[config.mk]
export PLATFORM = sky130hd
export DESIGN_NAME = mpbm_ctrl
export DESIGN_NICKNAME = d
export VERILOG_FILES = /design/src/rtl/core/mpbm_pkg.sv /design/src/rtl/core/mpbm_ctrl.sv
export SDC_FILE = /design/constraint.sdc
export NUM_CORES = 1
export LEC_CHECK = 0
export BUFFER_PORTS_ARGS = -buffer_cell sky130_fd_sc_hd__clkbuf_2
export CORE_AREA = 3 3 40 42
export CTS_BUF_LIST = sky130_fd_sc_hd__clkbuf_8
export DETAILED_ROUTE_END_ITERATION = 8
export DIE_AREA = 0 0 43 45
export PLACE_DENSITY = 0.51
export SLEW_MARGIN = 20
export SYNTH_ARGS = -nofsm -noshare
export SYNTH_HDL_FRONTEND = slang
export SYNTH_SLANG_ARGS = --single-unit
export TNS_END_PERCENT = 50
[constraint.sdc]
create_clock -name clk_i -period 1 [get_ports clk_i]
set_input_delay 0.05 -clock clk_i [delete_from_list [all_inputs] [get_ports clk_i]]
set_output_delay 0.05 -clock clk_i [all_outputs]
set_load 0.02 [all_outputs]
[src/rtl/core/mpbm_pkg.sv]
`default_nettype none

package mpbm_pkg;

  // request opcodes
  typedef enum logic [1:0] {
    OP_WR_GOTO = 2'd0,
    OP_WR_NODE = 2'd1,
    OP_TEXT    = 2'd2,
    OP_NOP     = 2'd3
  } op_e;

  // controller states
  typedef enum logic [1:0] {
    S_IDLE   = 2'd0,
    S_GOTO   = 2'd1,
    S_WALK   = 2'd2,
    S_FINISH = 2'd3
  } state_e;

  // controller to datapath
  typedef struct packed {
    logic accept;     // request taken this cycle
    logic goto_step;  // goto read data valid, becomes current node
    logic walk_step;  // fail/tag read data valid, collect one node
    logic emit;       // load the result register
  } cmd_t;

  // datapath to controller
  typedef struct packed {
    op_e  op;         // opcode of the offered request
    logic tbl_ready;  // table_ready register
    logic bypass;     // offered byte is outside the alphabet
    logic in_last;    // offered byte ends its text
    logic goto_root;  // goto read returned the root
    logic walk_end;   // fail chain ends after this node
    logic last_q;     // byte in flight ends its text
    logic out_free;   // result register can take a new result
  } status_t;

endpackage

`default_nettype wire

[src/rtl/core/mpbm_ctrl.sv]
`default_nettype none

module mpbm_ctrl (
  input  wire                   clk_i,
  input  wire                   rst_ni,
  input  wire                   in_valid_i,
  input  mpbm_pkg::status_t     status_i,
  output logic                  in_ready_o,
  output mpbm_pkg::cmd_t        cmd_o
);

  mpbm_pkg::state_e state_q, state_d;

  always_ff @(posedge clk_i or negedge rst_ni) begin
    if (!rst_ni) begin
      state_q <= mpbm_pkg::S_IDLE;
    end else begin
      state_q <= state_d;
    end
  end

  always_comb begin
    state_d    = state_q;
    in_ready_o = 1'b0;
    cmd_o      = '0;
    unique case (state_q)
      mpbm_pkg::S_IDLE: begin
        in_ready_o   = 1'b1;
        cmd_o.accept = in_valid_i;
        if (in_valid_i && status_i.op == mpbm_pkg::OP_TEXT) begin
          priority if (!status_i.tbl_ready) begin
            state_d = mpbm_pkg::S_FINISH;
          end else if (status_i.bypass) begin
            state_d = status_i.in_last ? mpbm_pkg::S_FINISH : mpbm_pkg::S_IDLE;
          end else begin
            state_d = mpbm_pkg::S_GOTO;
          end
        end
      end
      mpbm_pkg::S_GOTO: begin
        cmd_o.goto_step = 1'b1;
        if (status_i.goto_root) begin
          state_d = status_i.last_q ? mpbm_pkg::S_FINISH : mpbm_pkg::S_IDLE;
        end else begin
          state_d = mpbm_pkg::S_WALK;
        end
      end
      mpbm_pkg::S_WALK: begin
        cmd_o.walk_step = 1'b1;
        if (status_i.walk_end) begin
          state_d = status_i.last_q ? mpbm_pkg::S_FINISH : mpbm_pkg::S_IDLE;
        end
      end
      mpbm_pkg::S_FINISH: begin
        if (status_i.out_free) begin
          cmd_o.emit = 1'b1;
          state_d    = mpbm_pkg::S_IDLE;
        end
      end
      default: begin
        state_d = mpbm_pkg::S_IDLE;
      end
    endcase
  end

  // a normal text byte always goes to the goto lookup
  a_text_to_goto: assert property (@(posedge clk_i) disable iff (!rst_ni)
    (cmd_o.accept && status_i.op == mpbm_pkg::OP_TEXT && status_i.tbl_ready
     && !status_i.bypass) |=> state_q == mpbm_pkg::S_GOTO)
    else $error("text byte did not start a goto lookup");

  // the walk is only entered from the goto lookup or itself
  a_walk_entry: assert property (@(posedge clk_i) disable iff (!rst_ni)
    state_q == mpbm_pkg::S_WALK |->
      ($past(state_q) == mpbm_pkg::S_GOTO || $past(state_q) == mpbm_pkg::S_WALK))
    else $error("fail walk entered from wrong state");

  // a result can only be emitted for a byte that ends a text
  a_emit_last: assert property (@(posedge clk_i) disable iff (!rst_ni)
    cmd_o.emit |-> status_i.last_q)
    else $error("result emitted mid text");

endmodule

`default_nettype wire

# After elaboration in Yosys (flattened, before gate mapping)
# Index checks and enable logic that the tools add are counted.
# totals
wordCells	26
reg_bits	2
output_inout_bits	5
inputBits	12
# op_classes
n_eq_ne	7
reduce_logical	3
n_mux	15
# op_table
operator	n
$mux 2	8
$pmux 2 s4	1
$eq 2x2->1 const B	3
$mux 1	6
$ne 2x2->1 const B	3
$reduce_and 3->1	1
$eq 2x1->1 const B	1
$logic_not 2->1	1
$logic_and 1x1->1	1

# Logic depth before layout (Yosys ltp)
# depth
ltp_word	5
mapped_depth	4
mapped_depth_nobuf	3

# Worst setup path after synthesis
# No wires, ideal clock.
# synth_path
path_kind	register -> register
start	reg state_q[0]
end	reg state_q[0]
synth_period_minus_slack_ps	1220
path_stages_with_launch	5
slack_ps	-220
required_time_ps	905
arrival_ps	1125
setup_time_ps	95
n_path_buf	1
cell_sequence	dfrtp_1 -> buf_6 -> nor2_2 -> a211oi_2 -> o32ai_2
# synth_between
elab_chain_cells	3
elab_cells_between_ends	9
cone_classes	eq/ne (6); mux (1); reduce/logical (2)
# synth_lines
item	line_no	text
start: declaration	mpbm_ctrl.sv:12	mpbm_pkg::state_e state_q, state_d;
start signal: assignment	mpbm_ctrl.sv:16	state_q <= mpbm_pkg::S_IDLE;
start signal: assignment	mpbm_ctrl.sv:18	state_q <= state_d;
$eq 2x2->1 or $logic_not 2->1 (tied branches)	mpbm_ctrl.sv:26	unique case (state_q)
$ne 2x2->1 (no source line)	--	
$reduce_and 3->1 (no source line)	--	
# Parallel ways exist; a longest one is shown, timed or not.
# A chain may end at the register's enable or synchronous reset.

# Worst setup path in the final report
# layout_path
start	reg state_q[1]
end	reg state_q[0]
# Same word-level chain as after synthesis.

==> results.ini <==
[grt]
antenna_found_initial = 0
grt_pass1_vias = 286
grt-ovfl-total = 0
grtUsageTotal_pct = 7.49
grt_pass1_wl_um = 1040
grt_max_degree = 9

[die]
start_util_pct = 16.6
design.core.area_mm2 = 0.00128
die_h_um = 45
die_w_um = 43
row_count = 13
ioPinCount = 17
dieArea_mm2 = 0.00194

[job]
max_cap_viol_count = 0

[drt]
ant_nets = 0
drt_wl_total_um = 640
via_count = 275
first_pass_iters = 3
vias_per_cell = 4.30
drc_errors = 0
drt_iter0_markers = 4
wl_per_cell_um = 10.0

[sta]
clock_skew_ns = 0.00705
setup_violations = 7
min_period_ns = 1.16
worst_pin_slew_ns = 0.219
slew_viol_final = 0
finalWorstSetupSlack_ns = -0.163
report.final.hold_viol_count = 0
fin_crit_sh_pct = 116
rsz0062_at_grt = yes
fmax_ghz = 0.860
maxSlewHeadroom_pct = 85.4

[cells_and_area]
reg_top3 = state_q x2
fillers = 132
final_common_cell = clkbuf_2
syn2layout_area_growth_pct = 124
diodes = 0
mostFrequentLayoutCells = 11 x clkbuf_2, 6 x buf_6, 4 x buf_4
final_cells = 64
drive_above_1_share_pct = 73.5
largest_reg_flops = 2
top_register = state_q
final_util_pct = 37.1
nets = 62

[worst_setup_path]
crit_type = reg2reg
worstPathBufferInverterCount = 2
worst_path_max_delay_cell = dfrtp_2
critPathArrivalTime_ns = 1.25
cp.depth = 4
required_ns = 1.08
endpoint_kind = flop
cp_cell_sequence = buf_6, a311oi_2, buf_4, o32ai_2
r2r_cells = 4
crit_family = flip-flops
start_kind = flop
crit_fanout = 5
cpPeakStageDelay_ns = 0.44

[power]
p_per_area_mw_per_mm2 = 3080
p_leak_nw = 0.234
vdd_drop_max_v = 0.000731

[cts]
clock_latency_ns = 0.21
cts_max_path_buffers = 2
cts_tree = yes
cts_root_buffer = clkbuf_8
cts.sinks = 2
cts_htree_levels = 1
cts_buffers = 3
cts.clk_slew.worst_paths_ns = 0.03

[place]
gp_congestion = 0.651
preCtsSetupSlack_ns = -0.193
dp.cells = 57
place_hpwl_um = 480
io_buffers = 16

[hold_path]
min_path_type = in2reg
holdPathStages = 2

[synthesis]
synth_top_area_share_pct = 23.5
synthTopCellsByArea = dfrtp_1 24%, o32ai_2 7.6%, a211oi_2 5.9%, and2_1 5.9%, nor2b_1 5.9%
synth.distinct_cells = 19
syn_area_um2 = 213
ys_ff_latch = 2
syn-num-nets = 34
synth_top_area_cell = dfrtp_1
syn-instance-count = 22
postSynthAreaPerCell_um2 = 9.67
yosysSeqAreaShare_pct = 23.5
yosysWarningCount = 0

[run_status]
violations = setup timing
run_status = finished, violations left

[cells by family after synthesis]
group	Yosys count	synth area share (%)
buffers and inverters	2	7.06
DFF	2	23.5
AOI/OAI and AO/OA	6	30.0
muxes	1	4.71
and+or+nand+nor	11	34.7
[area by class of cell]
| cell class | count | area [µm²] | share of cell area (%) |
|---|---|---|---|
| Clock buffer | 3 | 41.3 | 8.66 |
| Clock inverter | 1 | 3.75 | 0.787 |
| Tap cell | 15 | 18.8 | 3.94 |
| Multi-Input combinational cell | 18 | 174 | 36.5 |
| Inverter | 1 | 3.75 | 0.787 |
| Timing Repair Buffer | 24 | 183 | 38.3 |
| Sequential cell | 2 | 52.6 | 11.0 |
[Yosys cell counts]
| master | instances |
|---|---|
| and2_1 | 2 |
| o32ai_2 | 1 |
| o21bai_1 | 1 |
| nand2_1 | 1 |
| and4b_1 | 1 |
| buf_6 | 1 |
| a221oi_1 | 1 |
| nand3b_1 | 1 |
| mux2i_1 | 1 |
| a21bo_2 | 1 |
| dfrtp_1 | 2 |
| nor2b_1 | 2 |
| a311oi_1 | 1 |
| a211oi_2 | 1 |
| inv_1 | 1 |
| nand2b_1 | 1 |
| nor2_2 | 1 |
| and3_1 | 1 |
| and3b_1 | 1 |
[timing repair]
item / 4_1_cts / 5_1_grt
endpoints found under the setup margin: 7 / 7
hold buffers: 1 / 0
setup buffers: 1 / 1
hold endpoints to repair: 2 / 0
resized for setup: 9 / 10
pin swaps: 0 / 3
[power by group]
part           total (mW)  switching [mW]  internal [mW]
Combinational       0.917           0.354          0.563
Clock               0.330          0.0694          0.260
Sequential          0.221          0.0910          0.130
Total                1.47           0.515          0.953
[worst register-to-register path: stages, from the launching register on]
cell and delay (ns):
dfrtp_2 0.44, buf_6 0.14, a311oi_2 0.22, buf_4 0.15, o32ai_2 0.07
[worst paths after layout]
| path | start | endpoint | slack (ns) |
|---|---|---|---|
| worst min register to register | state_q[1] | state_q[0] | 0.78 |
| worst min-delay path | status_i[0] | state_q[0] | 0.06 |
| max in group asynchronous | rst_ni | state_q[0] | 0.73 |
| min in group asynchronous | rst_ni | state_q[1] | 0.15 |
| worst max-delay path | state_q[1] | state_q[0] | -0.16 |
| worst max register to register | state_q[1] | state_q[0] | -0.16 |
[routing by layer]
layer  share of wire [%]  GRT usage [%]
met1                  36           6.51
met2                  59           13.2
met3                 4.5           2.79
met4                   0           7.23
met5                   0              0
[metrics by stage]
step / hold WS [ns] / total power [mW] / setup TNS, ns / instance area, µm²
after floorplan: -0.246 / 0.654 / -0.139 / 226
after global placement: -0.159 / 0.910 / -0.385 / 352
after detailed placement: -0.162 / 0.907 / -0.425 / 352
after CTS: 0.0533 / 1.40 / -1.11 / 447
after global routing: 0.0653 / 1.56 / -1.20 / 477
final: 0.0600 / 1.47 / -0.950 / 477
No activity file was read; power rests on OpenSTA's default activity.
